<file path="config.mk">
export PLATFORM = sky130hd
export DESIGN_NAME = fas_regs
export DESIGN_NICKNAME = d
export VERILOG_FILES = /design/src/rtl/core/fas_pkg.sv /design/src/rtl/core/fas_regs.sv
export SDC_FILE = /design/constraint.sdc
export NUM_CORES = 1
export LEC_CHECK = 0
export BUFFER_PORTS_ARGS = -buffer_cell sky130_fd_sc_hd__buf_2
export CORE_MARGIN = 4
export CORE_UTILIZATION = 37
export DETAILED_ROUTE_END_ITERATION = 10
export PLACE_DENSITY = 0.76
export SLEW_MARGIN = 20
export SYNTH_ARGS = -nofsm -noshare
export SYNTH_HDL_FRONTEND = slang
export SYNTH_SLANG_ARGS = --single-unit
</file>
<file path="constraint.sdc">
create_clock -name clk -period 1.1 [get_ports clk]
set_input_delay 0.22 -clock clk [delete_from_list [all_inputs] [get_ports clk]]
set_output_delay 0.22 -clock clk [all_outputs]
set_load 0.02 [all_outputs]
</file>
<file path="src/rtl/core/fas_pkg.sv">
// shared types and constants of the frame animation sequencer
package fas_pkg;

	localparam int ADDR_BITS = 4;
	localparam int DATA_BITS = 32;

	// table geometry
	localparam int NUM_SEQUENCES = 16;
	localparam int SEQ_SLOTS     = 32;
	localparam int FRAME_BITS    = 8;
	localparam int TBL_DEPTH     = NUM_SEQUENCES * SEQ_SLOTS;
	localparam int TBL_ADDR_W    = $clog2(TBL_DEPTH);

	// register addresses
	localparam logic [1:0] REG_MODE     = 2'd0;
	localparam logic [1:0] REG_ONE_SHOT = 2'd1;
	localparam logic [1:0] REG_SPEED    = 2'd2;
	localparam logic [1:0] REG_NFRAMES  = 2'd3;

	// opcodes
	localparam logic [2:0] OP_TICK   = 3'd0;
	localparam logic [2:0] OP_WRITE  = 3'd1;
	localparam logic [2:0] OP_SELECT = 3'd2;
	localparam logic [2:0] OP_STEP   = 3'd3;
	localparam logic [2:0] OP_FRAME  = 3'd4;

	// status codes
	localparam logic [1:0] ST_RUN  = 2'd0;
	localparam logic [1:0] ST_DONE = 2'd1;
	localparam logic [1:0] ST_WRAP = 2'd2;

	typedef enum logic [1:0] {
		MODE_SINGLE = 2'd0,
		MODE_COUNT  = 2'd1,
		MODE_TABLE  = 2'd2,
		MODE_NONE   = 2'd3
	} fas_mode_t;

	typedef struct packed {
		fas_mode_t   mode;
		logic        one_shot;
		logic [15:0] speed;
		logic [8:0]  nframes;
	} fas_cfg_t;

endpackage

</file>
<file path="src/rtl/core/fas_regs.sv">
// configuration registers behind the apb port
module fas_regs (
	input  logic                             clk,
	input  logic                             arst_n,
	input  logic                             psel,
	input  logic                             penable,
	input  logic                             pwrite,
	input  logic [fas_pkg::ADDR_BITS-1:0]    paddr,
	input  logic [fas_pkg::DATA_BITS-1:0]    pwdata,
	output logic [fas_pkg::DATA_BITS-1:0]    prdata,
	output logic                             pready,
	output fas_pkg::fas_cfg_t                cfg
);
	import fas_pkg::*;

	fas_cfg_t cfg_q;
	logic     wr_en;

	assign pready = 1'b1;
	assign wr_en  = psel && penable && pwrite;
	assign cfg    = cfg_q;

	always_ff @(posedge clk or negedge arst_n) begin
		if (!arst_n) begin
			cfg_q.mode     <= MODE_SINGLE;
			cfg_q.one_shot <= 1'b0;
			cfg_q.speed    <= 16'd1;
			cfg_q.nframes  <= 9'd0;
		end else if (wr_en) begin
			case (paddr[3:2])
				REG_MODE:     cfg_q.mode     <= fas_mode_t'(pwdata[1:0]);
				REG_ONE_SHOT: cfg_q.one_shot <= pwdata[0];
				REG_SPEED:    cfg_q.speed    <= pwdata[15:0];
				REG_NFRAMES:  cfg_q.nframes  <= pwdata[8:0];
				default:      cfg_q.mode     <= cfg_q.mode;
			endcase
		end
	end

	always_comb begin
		case (paddr[3:2])
			REG_MODE:     prdata = DATA_BITS'(cfg_q.mode);
			REG_ONE_SHOT: prdata = DATA_BITS'(cfg_q.one_shot);
			REG_SPEED:    prdata = DATA_BITS'(cfg_q.speed);
			REG_NFRAMES:  prdata = DATA_BITS'(cfg_q.nframes);
			default:      prdata = '0;
		endcase
	end

endmodule

</file>
==> flow_summary_export.csv <==
group,metric,value,unit
run_status,outcome,"finished with violations",
run_status,failed_checks,"setup timing",
grt,grt_usage,0.1483,
drt,drtIter0Drc,42,
floorplanning,die_h,71.44,um
critical_path,critPathCapture,"prdata[1]",
drt,firstDrtPassIters,2,
critical_path,path_class,"reg -> out",
sta,fmax,0.6528,GHz
power,p_comb_frac,0.469,
final_layout,layout-drive-gt1-share,0.6700,
clock_tree,clock_latency,0.27,ns
synthesis,ys_seq_area_frac,0.4714,
drt,drt-wirelength-per-cell,15.39,um
critical_path,reg2reg_from,"cfg[1]",
synthesis,ys_types,20,
worst_hold_path,hold_class,"in -> reg",
critical_path,rrSetupSlack,0.05,ns
final_layout,layout.nets,245,
synthesis,ys_seq_elements,28,
grt,grt_max_degree,17,
sta,whs,0.1502,ns
synthesis,synth_top_cell_by_area,"dfrtp_1",
drt,drc,0,
sta,finalClockSkew,0,ns
critical_path,worstSetupEndpointType,"output port",
clock_tree,clk_pin_slew,0.10,ns
clock_tree,h-tree-depth,1,
synthesis,syn_avg_cell_area,13.54,um2
floorplanning,die-area,5103,um2
synthesis,yosys.area.top_type_share,0.4538,
critical_path,timing.rr.end,"cfg[1]",
floorplanning,core-area,3771,um2
sta,drv_slew,0,
power,internal_power,2899,uW
final_layout,largest_register_ffs,28,
power,p_leak,0.001211,uW
sta,fin_crit_sh,1.393,
clock_tree,cts.sinks,28,
floorplanning,initial_core_util,0.3948,
critical_path,crit_arrival,1.31,ns
power,ir_worst_vdd,1.238,mV
power,clockPowerShare,0.188,
final_layout,final_common_cell,"buf_6",
grt,grt_pass1_wl,5996,um
critical_path,crit_start,"cfg[1]",
grt,grt_pass1_vias,1222,
clock_tree,numCtsBuffers,3,
final_layout,syn2layout_area_growth,58.57,%
sta,setup_viol,29,
sta,rsz0062_at_grt,"true",
grt,grt.overflow.total,0,
clock_tree,cts-root-buf,"clkbuf_8",
drt,via_per_inst,4.462,
placement,hpwl,2639,um
critical_path,crit_required,0.88,ns
critical_path,crit_fanout,2,
clock_tree,cts_tree,"done",
critical_path,cp-start-kind,"flop",
final_layout,antenna_cells,0,
synthesis,netlist_top_cells_area,"dfrtp_1, mux2_4, buf_4, mux2_2, mux2_1",
power,p_sw,1411,uW
placement,place_congestion,0.6999,
sta,worst_slack,-0.4319,ns
placement,portBuffers,66,
floorplanning,die_x,71.44,um
sta,hold_viol_final,0,
drt,wl,3862,um
synthesis,syn_inst,110,
drt,vias,1120,
grt,antenna_found_initial,0,
run,drv_cap,0,
clock_tree,cts_max_path_buffers,2,
floorplanning,rows,22,
synthesis,yosysWarnings,0,
power,p_seq_frac,0.343,
final_layout,layout_common_cells,"buf_6, buf_2, dfrtp_1",
sta,fin_tns_setup,-3.378,ns
critical_path,r2r_cells,3,
synthesis,synth_area,1489,um2
floorplanning,boundaryPins,102,
sta,period_needed,1.532,ns
power,power_density,1825,nW/um2
drt,postRouteAntennaNets,0,
power,switching_share,0.3274,
[logic make-up (layout without fill, tap and decap cells)]
family | Yosys count | in the layout | synth area share
simple gates | 21 | 21 | 0.1025
mux | 37 | 37 | 0.3067
compound gates | 1 | 1 | 0.005883
buf+inv | 21 | 99 | 0.1084
flops | 28 | 28 | 0.4714
other cells | 2 | 17 | 0.005044
[how the worst min path moves through the flow]
| stage | to | cells past startpoint | startpoint |
|---|---|---|---|
| CTS | cfg[19] | 2 | pwdata[10] |
| detailed placement | cfg[8] | 1 | arst_n |
| global route | cfg[18] | 2 | pwdata[9] |
| global placement | cfg[8] | 1 | arst_n |
| floorplan | cfg[0] | 0 | arst_n |
| finish | cfg[19] | 2 | pwdata[10] |
[area by class of cell]
class	count	area [um2]
tap	48	60.06
clock buffer	3	41.29
timing repair buffer	95	809.5
sequential	28	705.7
clock inverter	1	30.03
fill	285	1410
multi-input combinational	76	714.4
[cells in the mapped netlist]
cell and count:
and2_1 8, and3b_1 1, nand2_1 1, mux2_2 11, nor2_1 1, nor2b_1 7
mux2_1 8, mux2i_1 7, and3_4 1, buf_1 1, buf_4 18, conb_1 2
nand3_4 1, nor2b_4 1, mux4_2 1, mux2_4 10, dfstp_2 1, dfrtp_1 27
a22o_1 1, buf_6 2
[stage by stage]
| step | instance area, um2 | cells | setup slack, ns | utilization | total power (uW) |
|---|---|---|---|---|---|
| after floorplan | 1564 | 125 | -0.1323 | - | 2352 |
| after global placement | 1892 | 230 | -0.2436 | 0.5017 | 2836 |
| after detailed placement | 1892 | 230 | -0.2442 | 0.5017 | 2869 |
| after CTS | 2226 | 244 | -0.4391 | 0.5902 | 4071 |
| after global routing | 2361 | 251 | -0.4787 | 0.6261 | 4526 |
| final | 2361 | 251 | -0.4319 | 0.6261 | 4310 |
[routing by layer]
| metal | part of all wire | GRT usage | vias up |
|---|---|---|---|
| li1 | - | - | 527 |
| met4 | 0.0044 | 0.02505 | 0 |
| met5 | 0 | 0 | - |
| met3 | 0.065 | 0.03787 | 2 |
| met2 | 0.53 | 0.2663 | 52 |
| met1 | 0.40 | 0.1808 | 539 |
[critical path, stage by stage (launching register included)]
cell	delay (ns)
dfrtp_2	0.41
mux2_4	0.26
a22o_4	0.24
buf_6	0.13
[power groups by stage]
stage / registers (uW) / logic (uW) / clock network, uW
after floorplan: 1760 / 596 / 0
after global placement: 1460 / 1380 / 0
after detailed placement: 1460 / 1410 / 0
after CTS: 1450 / 1800 / 817
after global routing: 1510 / 2150 / 865
final: 1480 / 2020 / 810
[timing repair]
action,4_1_cts,5_1_grt
hold endpoints to repair,13,0
pin swaps,1,0
setup endpoints to repair,22,40
gates cloned,0,0
hold buffers,1,0
gates resized for setup,59,29
setup buffers,10,10
Power figures use the tool's default switching activity.
