$ cat config.mk
export PLATFORM = sky130hd
export DESIGN_NAME = fas_ctrl
export DESIGN_NICKNAME = d
export VERILOG_FILES = /design/src/rtl/core/fas_pkg.sv /design/src/rtl/core/fas_ctrl.sv
export SDC_FILE = /design/constraint.sdc
export NUM_CORES = 1
export LEC_CHECK = 0
export BUFFER_PORTS_ARGS = -buffer_cell sky130_fd_sc_hd__buf_2
export CORE_MARGIN = 4
export CORE_UTILIZATION = 30
export CTS_CLUSTER_SIZE = 30
export DETAILED_ROUTE_END_ITERATION = 10
export SYNTH_ARGS = -nofsm -noshare
export SYNTH_HDL_FRONTEND = slang
export SYNTH_SLANG_ARGS = --single-unit
$ cat constraint.sdc
create_clock -name clk -period 5.43 [get_ports clk]
set_clock_uncertainty 0.1 [all_clocks]
set_input_delay 0.543 -clock clk [delete_from_list [all_inputs] [get_ports clk]]
set_output_delay 0.543 -clock clk [all_outputs]
set_load 0.05 [all_outputs]
$ cat src/rtl/core/fas_pkg.sv
// shared types and constants of the frame animation sequencer
package fas_pkg;

	localparam int ADDR_BITS = 4;
	localparam int DATA_BITS = 32;

	// table geometry
	localparam int NUM_SEQUENCES = 16;
	localparam int SEQ_SLOTS     = 32;
	localparam int FRAME_BITS    = 8;
	localparam int TBL_DEPTH     = NUM_SEQUENCES * SEQ_SLOTS;
	localparam int TBL_ADDR_W    = $clog2(TBL_DEPTH);

	// register addresses
	localparam logic [1:0] REG_MODE     = 2'd0;
	localparam logic [1:0] REG_ONE_SHOT = 2'd1;
	localparam logic [1:0] REG_SPEED    = 2'd2;
	localparam logic [1:0] REG_NFRAMES  = 2'd3;

	// opcodes
	localparam logic [2:0] OP_TICK   = 3'd0;
	localparam logic [2:0] OP_WRITE  = 3'd1;
	localparam logic [2:0] OP_SELECT = 3'd2;
	localparam logic [2:0] OP_STEP   = 3'd3;
	localparam logic [2:0] OP_FRAME  = 3'd4;

	// status codes
	localparam logic [1:0] ST_RUN  = 2'd0;
	localparam logic [1:0] ST_DONE = 2'd1;
	localparam logic [1:0] ST_WRAP = 2'd2;

	typedef enum logic [1:0] {
		MODE_SINGLE = 2'd0,
		MODE_COUNT  = 2'd1,
		MODE_TABLE  = 2'd2,
		MODE_NONE   = 2'd3
	} fas_mode_t;

	typedef struct packed {
		fas_mode_t   mode;
		logic        one_shot;
		logic [15:0] speed;
		logic [8:0]  nframes;
	} fas_cfg_t;

endpackage

$ cat src/rtl/core/fas_ctrl.sv
// sequencer state, table addressing, read-modify-write stage and output register
module fas_ctrl (
	input  logic                              clk,
	input  logic                              arst_n,
	input  fas_pkg::fas_cfg_t                 cfg,
	input  logic                              in_valid,
	output logic                              in_stall,
	input  logic [2:0]                        opcode,
	input  logic [3:0]                        seq_select,
	input  logic [4:0]                        position,
	input  logic [7:0]                        frame_value,
	input  logic                              end_mark,
	output logic                              out_valid,
	input  logic                              out_stall,
	output logic [7:0]                        frame,
	output logic [1:0]                        status,
	output logic [4:0]                        step_index,
	output logic                              tbl_wr_en,
	output logic [fas_pkg::TBL_ADDR_W-1:0]    tbl_wr_addr,
	output logic [fas_pkg::FRAME_BITS:0]      tbl_wr_data,
	output logic                              tbl_rd_en,
	output logic [fas_pkg::TBL_ADDR_W-1:0]    tbl_rd_addr_a,
	output logic [fas_pkg::TBL_ADDR_W-1:0]    tbl_rd_addr_b,
	input  logic [fas_pkg::FRAME_BITS:0]      tbl_rd_data_a,
	input  logic [fas_pkg::FRAME_BITS:0]      tbl_rd_data_b
);
	import fas_pkg::*;

	localparam int ADDR_W    = TBL_ADDR_W;
	localparam int SEQ_W     = (NUM_SEQUENCES > 1) ? $clog2(NUM_SEQUENCES) : 1;
	localparam int SLOT_W    = $clog2(SEQ_SLOTS);
	localparam int NXT_W     = SLOT_W + 1;
	localparam int CMP_W     = (FRAME_BITS + 1 > 9) ? FRAME_BITS + 1 : 9;
	localparam int FRAME_MAX = (1 << FRAME_BITS) - 1;

	// architectural state
	logic [FRAME_BITS-1:0] frame_q;
	logic [SLOT_W-1:0]     step_q;
	logic [15:0]           tick_q;
	logic [1:0]            status_q;
	logic [SEQ_W-1:0]      seq_q;

	// stage 1 word
	logic                  valid_s1;
	logic [2:0]            op_s1;
	logic [3:0]            sel_s1;
	logic [4:0]            pos_s1;
	logic [7:0]            fv_s1;

	// output register
	logic                  out_valid_q;
	logic [7:0]            frame_q2;
	logic [1:0]            status_q2;
	logic [4:0]            step_index_q;

	logic                  in_acc;
	logic                  adv_s1;
	logic                  ptr_busy;
	logic                  ptr_need;
	logic [ADDR_W-1:0]     base_act;
	logic [ADDR_W-1:0]     base_in;
	logic [NXT_W-1:0]      step_inc;
	logic                  in_seq_ok;
	logic                  in_pos_ok;

	logic [FRAME_BITS-1:0] frame_n;
	logic [SLOT_W-1:0]     step_n;
	logic [15:0]           tick_n;
	logic [1:0]            status_n;
	logic [SEQ_W-1:0]      seq_n;
	logic [NXT_W-1:0]      nxt_s1;
	logic [16:0]           tick_sum;
	logic [15:0]           limit;
	logic [FRAME_BITS:0]   fcount;

	// ---------------- input side and table addressing ----------------

	assign adv_s1   = valid_s1 && (!out_valid_q || !out_stall);
	assign ptr_busy = valid_s1 && ((op_s1 == OP_TICK && cfg.mode == MODE_TABLE) ||
		op_s1 == OP_SELECT || op_s1 == OP_STEP);
	assign ptr_need = (opcode == OP_TICK && cfg.mode == MODE_TABLE) || opcode == OP_STEP;
	assign in_stall = (valid_s1 && !adv_s1) || (ptr_busy && ptr_need);
	assign in_acc   = in_valid && !in_stall;

	assign in_seq_ok = 9'(seq_select) < 9'(NUM_SEQUENCES);
	assign in_pos_ok = 9'(position) < 9'(SEQ_SLOTS);
	assign base_act  = ADDR_W'(seq_q) * ADDR_W'(SEQ_SLOTS);
	assign base_in   = ADDR_W'(seq_select) * ADDR_W'(SEQ_SLOTS);
	assign step_inc  = NXT_W'(step_q) + NXT_W'(1);

	assign tbl_wr_en   = in_acc && opcode == OP_WRITE && in_seq_ok && in_pos_ok;
	assign tbl_wr_addr = base_in + ADDR_W'(position);
	assign tbl_wr_data = {end_mark, FRAME_BITS'(frame_value)};
	assign tbl_rd_en   = in_acc;

	always_comb begin
		case (opcode)
			OP_SELECT: tbl_rd_addr_a = base_in;
			OP_STEP:   tbl_rd_addr_a = base_act + ADDR_W'(position);
			default:   tbl_rd_addr_a = base_act + ADDR_W'(step_inc);
		endcase
		tbl_rd_addr_b = cfg.one_shot ? base_act + ADDR_W'(step_q) : base_act;
	end

	// ---------------- stage 1: modify ----------------

	always_comb begin
		frame_n  = frame_q;
		step_n   = step_q;
		tick_n   = tick_q;
		status_n = status_q;
		seq_n    = seq_q;
		nxt_s1   = NXT_W'(step_q) + NXT_W'(1);
		limit    = (cfg.speed == 16'd0) ? 16'd1 : cfg.speed;
		tick_sum = 17'(tick_q) + 17'(1);
		fcount   = (FRAME_BITS + 1)'(frame_q) + (FRAME_BITS + 1)'(1);
		case (op_s1)
			OP_TICK: begin
				status_n = ST_RUN;
				case (cfg.mode)
					MODE_SINGLE: begin
						frame_n  = '0;
						status_n = ST_DONE;
					end
					MODE_COUNT, MODE_TABLE: begin
						if (tick_sum < 17'(limit)) begin
							tick_n = tick_sum[15:0];
						end else begin
							tick_n = '0;
							if (cfg.mode == MODE_COUNT) begin
								if (CMP_W'(fcount) >= CMP_W'(cfg.nframes) ||
									fcount[FRAME_BITS]) begin
									frame_n  = '0;
									status_n = ST_WRAP;
								end else begin
									frame_n = fcount[FRAME_BITS-1:0];
								end
							end else if (nxt_s1 < NXT_W'(SEQ_SLOTS) &&
								!tbl_rd_data_a[FRAME_BITS]) begin
								step_n  = nxt_s1[SLOT_W-1:0];
								frame_n = tbl_rd_data_a[FRAME_BITS-1:0];
							end else if (cfg.one_shot) begin
								status_n = ST_DONE;
								frame_n  = tbl_rd_data_b[FRAME_BITS-1:0];
							end else begin
								status_n = ST_WRAP;
								step_n   = '0;
								frame_n  = tbl_rd_data_b[FRAME_BITS-1:0];
							end
						end
					end
					default: status_n = ST_RUN;
				endcase
			end
			OP_SELECT: begin
				if (9'(sel_s1) < 9'(NUM_SEQUENCES)) begin
					seq_n  = SEQ_W'(sel_s1);
					step_n = '0;
					if (cfg.mode == MODE_TABLE) begin
						frame_n = tbl_rd_data_a[FRAME_BITS-1:0];
					end
				end
			end
			OP_STEP: begin
				if ((cfg.mode == MODE_TABLE || cfg.one_shot) &&
					9'(pos_s1) < 9'(SEQ_SLOTS)) begin
					step_n  = SLOT_W'(pos_s1);
					frame_n = tbl_rd_data_a[FRAME_BITS-1:0];
				end
			end
			OP_FRAME: begin
				if (CMP_W'(fv_s1) < CMP_W'(cfg.nframes) && 17'(fv_s1) <= 17'(FRAME_MAX)) begin
					frame_n = FRAME_BITS'(fv_s1);
				end
			end
			default: frame_n = frame_q;
		endcase
	end

	always_ff @(posedge clk or negedge arst_n) begin
		if (!arst_n) begin
			frame_q     <= '0;
			step_q      <= '0;
			tick_q      <= '0;
			status_q    <= ST_DONE;
			seq_q       <= '0;
			valid_s1    <= 1'b0;
			out_valid_q <= 1'b0;
		end else begin
			if (in_acc) begin
				valid_s1 <= 1'b1;
			end else if (adv_s1) begin
				valid_s1 <= 1'b0;
			end
			if (adv_s1) begin
				frame_q     <= frame_n;
				step_q      <= step_n;
				tick_q      <= tick_n;
				status_q    <= status_n;
				seq_q       <= seq_n;
				out_valid_q <= 1'b1;
			end else if (!out_stall) begin
				out_valid_q <= 1'b0;
			end
		end
	end

	always_ff @(posedge clk) begin
		if (in_acc) begin
			op_s1  <= opcode;
			sel_s1 <= seq_select;
			pos_s1 <= position;
			fv_s1  <= frame_value;
		end
		if (adv_s1) begin
			frame_q2     <= 8'(frame_n);
			status_q2    <= status_n;
			step_index_q <= 5'(step_n);
		end
	end

	assign out_valid  = out_valid_q;
	assign frame      = frame_q2;
	assign status     = status_q2;
	assign step_index = step_index_q;

endmodule

==> reports/summary.txt <==
Worst reg-to-reg path cell count -> 14
Clock transition at path regs -> 60 ps
RSZ-0062 raised after global routing -> false
Area Overhead vs Synth -> 19.8%
CTS tree -> yes
Slowest CP cell -> or4_1
Nets -> 778
Logic pwr share -> 0.315
Final hold vios -> 0
Layout Cells excl Fill -> 892
Post_cts resized -> 0
DRC violations left -> 0
Mean Syn Cell Area -> 9.09 um^2
Layout cells sized above 1 -> 0.235
Synth async-reset ratio -> 0.514
Worst Setup End Kind -> flop
PD cells -> 353 nW/um^2
Area of the multi-input gates -> 2860 um^2
Initial antenna violation count -> 2
Synth top area cells -> edfxtp_1 20%, dfrtp_1 17%, ha_1 9.6%
R2r setup slk -> 960 ps
Critical path's largest stage delay -> 670 ps
Status -> finished clean
Yosys top cell area share -> 0.201
GRT Overall Usage -> 0.147
Detail Placement HPWL -> 11,100 um
Register area -> 1980 um^2
Core Region -> 16,800 um^2
Net Count, Synth -> 686
Vias in the first global route -> 4,425
DRT antenna net count -> 0
WL per Instance -> 16.1 um
Top-count cell post-synth -> nand2_1
Seq/Total Area, Yosys -> 0.379
Most frequent cells after synthesis -> 60 x nand2_1, 40 x ha_1, 36 x dfrtp_1, 36 x inv_1, 35 x edfxtp_1
Max_slew headroom -> 0.396
Die height -> 140 um
Placed cell count -> 876
Worst Path Max Fanout -> 12
Most common flop cell mapped by yosys -> dfrtp_1
Clk Latency, worst-skew pair -> 340 ps
Slew Limit Fails -> 0
Post-CTS Setup Bufs -> 0
Port Buffer Count -> 122
Remaining Overflow, GRT -> 0
Critical Path AT -> 4460 ps
CTS buffer count -> 9
Reg-to-Reg Start -> tick_q[2]
Crit path launch type -> flop
Clock Tree Buf Depth -> 2
R2r endpoint -> frame[7]
Post-Route WL -> 14,300 um
Worst path most repeated cell -> nand3_1
Initial DRC count -> 306
Initial Utilization -> 0.311
Chip Width -> 140 um
CP Data Required Time -> 5420 ps
Post-synthesis cell area -> 5230 um^2
Worst Tran Pin Value -> 906 ps
Synth area leader -> edfxtp_1
Pleak -> 2.85 nW
Vias per std cell -> 5.13
Critical-path cell list -> nand3_1 > nor2_1 > and3_1 > nand3_1 > nor2_1 > xor2_1 > ha_1 > nand3_1 > nor3_1 > a221o_1 > or4_1 > mux2_1 > a21boi_1 > nand2_1
Post-synth EDFFs -> 35
P_sw -> 0.000812 W
Yosys cell types -> 68
FMAX -> 224 MHz
Clk network pwr share -> 0.333
Diode count -> 0
Seq cells post-synth -> 72
Pre-Repair DR Iteration Count -> 5
Worst VDD drop -> 0.205 mV
Filler cell count -> 1,746
Maxcap violations -> 0
Setup TNS -> 0 ps
Hold Buf Count CTS -> 0
Final setup vio count -> 0
Full die area -> 19,600 um^2
Pint -> 0.00140 W
IO Pins -> 126
Root buf cell -> clkbuf_16
Final period util -> 0.823
Largest net degree at the start of global routing -> 38
H-tree Lvls -> 3
Total number of vias -> 4,576
Fin crit period -> 4470 ps
Row count -> 47
Flop pwr share -> 0.352
Cells after Synth -> 575
WS Path Type -> flop to flop
Switching Fraction -> 0.367
CTS sink cnt -> 72
Worst Hold Class -> input port to asynchronous set/reset pin
Yosys warning count -> 0
Placer Congestion -> 0.865
First-pass GRT wire length -> 23,300 um
-- layout by cell type, fill, tap and decap left out, types with 3 or more instances in the layout --
| master | n |
|---|---|
| buf_2 | 122 |
| nand2_1 | 60 |
| ha_1 | 40 |
| inv_1 | 36 |
| dfrtp_1 | 36 |
| edfxtp_1 | 35 |
| nor2_1 | 34 |
| a21oi_1 | 26 |
| o21ai_1 | 24 |
| nand3_1 | 23 |
| o21ai_0 | 23 |
| xnor2_1 | 14 |
| nand4_1 | 13 |
| mux2i_1 | 13 |
| o211ai_1 | 12 |
| nor3_1 | 10 |
| a22o_1 | 10 |
| nand2b_1 | 9 |
| clkbuf_16 | 9 |
| xor2_1 | 8 |
| and2_1 | 8 |
| a221oi_1 | 6 |
| and3_1 | 5 |
| nor4_1 | 5 |
| a22oi_1 | 5 |
| mux2_2 | 5 |
| and4_1 | 4 |
| or3_1 | 4 |
| nor2b_1 | 4 |
| a21o_1 | 4 |
| a211oi_1 | 4 |
| o2bb2ai_1 | 4 |
| bufinv_16 | 4 |
| buf_4 | 4 |
| a211o_1 | 3 |
| o31ai_2 | 3 |
-- power groups by stage --
stage / Clock (W) / Sequential (W) / Combinational (W)
final: 0.000737 / 0.000779 / 0.000696
after global routing: 0.000779 / 0.000797 / 0.000769
after CTS: 0.000756 / 0.000777 / 0.000702
after detailed placement: 0 / 0.000787 / 0.000699
after global placement: 0 / 0.000786 / 0.000693
after floorplan: 0 / 0.000854 / 0.000436
-- stage by stage --
step	power (W)	area (um^2)	hold WS [ps]	setup WS, ps	utilization
4_1_cts	0.00224	6260	269	1020	0.372
3_3_place_gp	0.00148	5890	358	1100	0.350
3_5_place_dp	0.00149	5890	363	1050	0.350
6_report	0.00221	6260	230	962	0.372
5_1_grt	0.00234	6260	274	684	0.372
2_1_floorplan	0.00129	5230	147	1120	-
-- registers in the layout, summed over array words and instances, names as in the netlist --
register	flops
tick_q	16
frame	8
frame_q	8
fv_s1	8
pos_s1	5
step_index	5
step_q	5
sel_s1	4
seq_q	4
op_s1	3
status	2
status_q	2
out_valid	1
valid_s1	1
-- cell families after synthesis --
| kind of cell | Yosys count | share of synthesized area |
|---|---|---|
| AOI/OAI and AO/OA | 153 | 0.202 |
| muxes | 19 | 0.0378 |
| DFF | 72 | 0.379 |
| xor gates and xnor gates | 22 | 0.0369 |
| and+or+nand+nor | 187 | 0.175 |
| adders and majority gates | 40 | 0.0958 |
| buffers and inverters | 82 | 0.0740 |
-- worst max path at each step --
stage	startpoint	endpoint	slack [ps]
2_1_floorplan	op_s1[0]	tbl_wr_en	1120
3_3_place_gp	tick_q[2]	frame[7]	1100
3_5_place_dp	tick_q[2]	frame[7]	1050
4_1_cts	tick_q[2]	frame[7]	1020
5_1_grt	tick_q[2]	frame[7]	680
6_report	tick_q[2]	frame[7]	960
-- routing by layer --
metal / wire length, um / global-route usage / up-vias
li1: - / - / 2286
met2: 6060 / 0.216 / 169
met3: 1100 / 0.0460 / 17
met1: 6970 / 0.208 / 2100
met5: 21 / 0 / -
met4: 170 / 0.0413 / 4
-- layout make-up --
type                    instances  area share
clock buffers                  10      0.0382
clock inverters                 6      0.0208
inverters                      37      0.0222
multi-input cells             421       0.457
flip-flops and latches         72       0.316
well taps                     220      0.0439
repair buffers                126       0.102
-- worst max-delay path, delay by kind of cell (launching register included) --
family	cells	cell delay, ps
and+or+nand+nor	9	2080
AOI/OAI and AO/OA	2	650
DFF	1	450
muxes	1	400
adders and majority gates	1	270
xor gates and xnor gates	1	260
No activity file was read; power rests on OpenSTA's default activity.
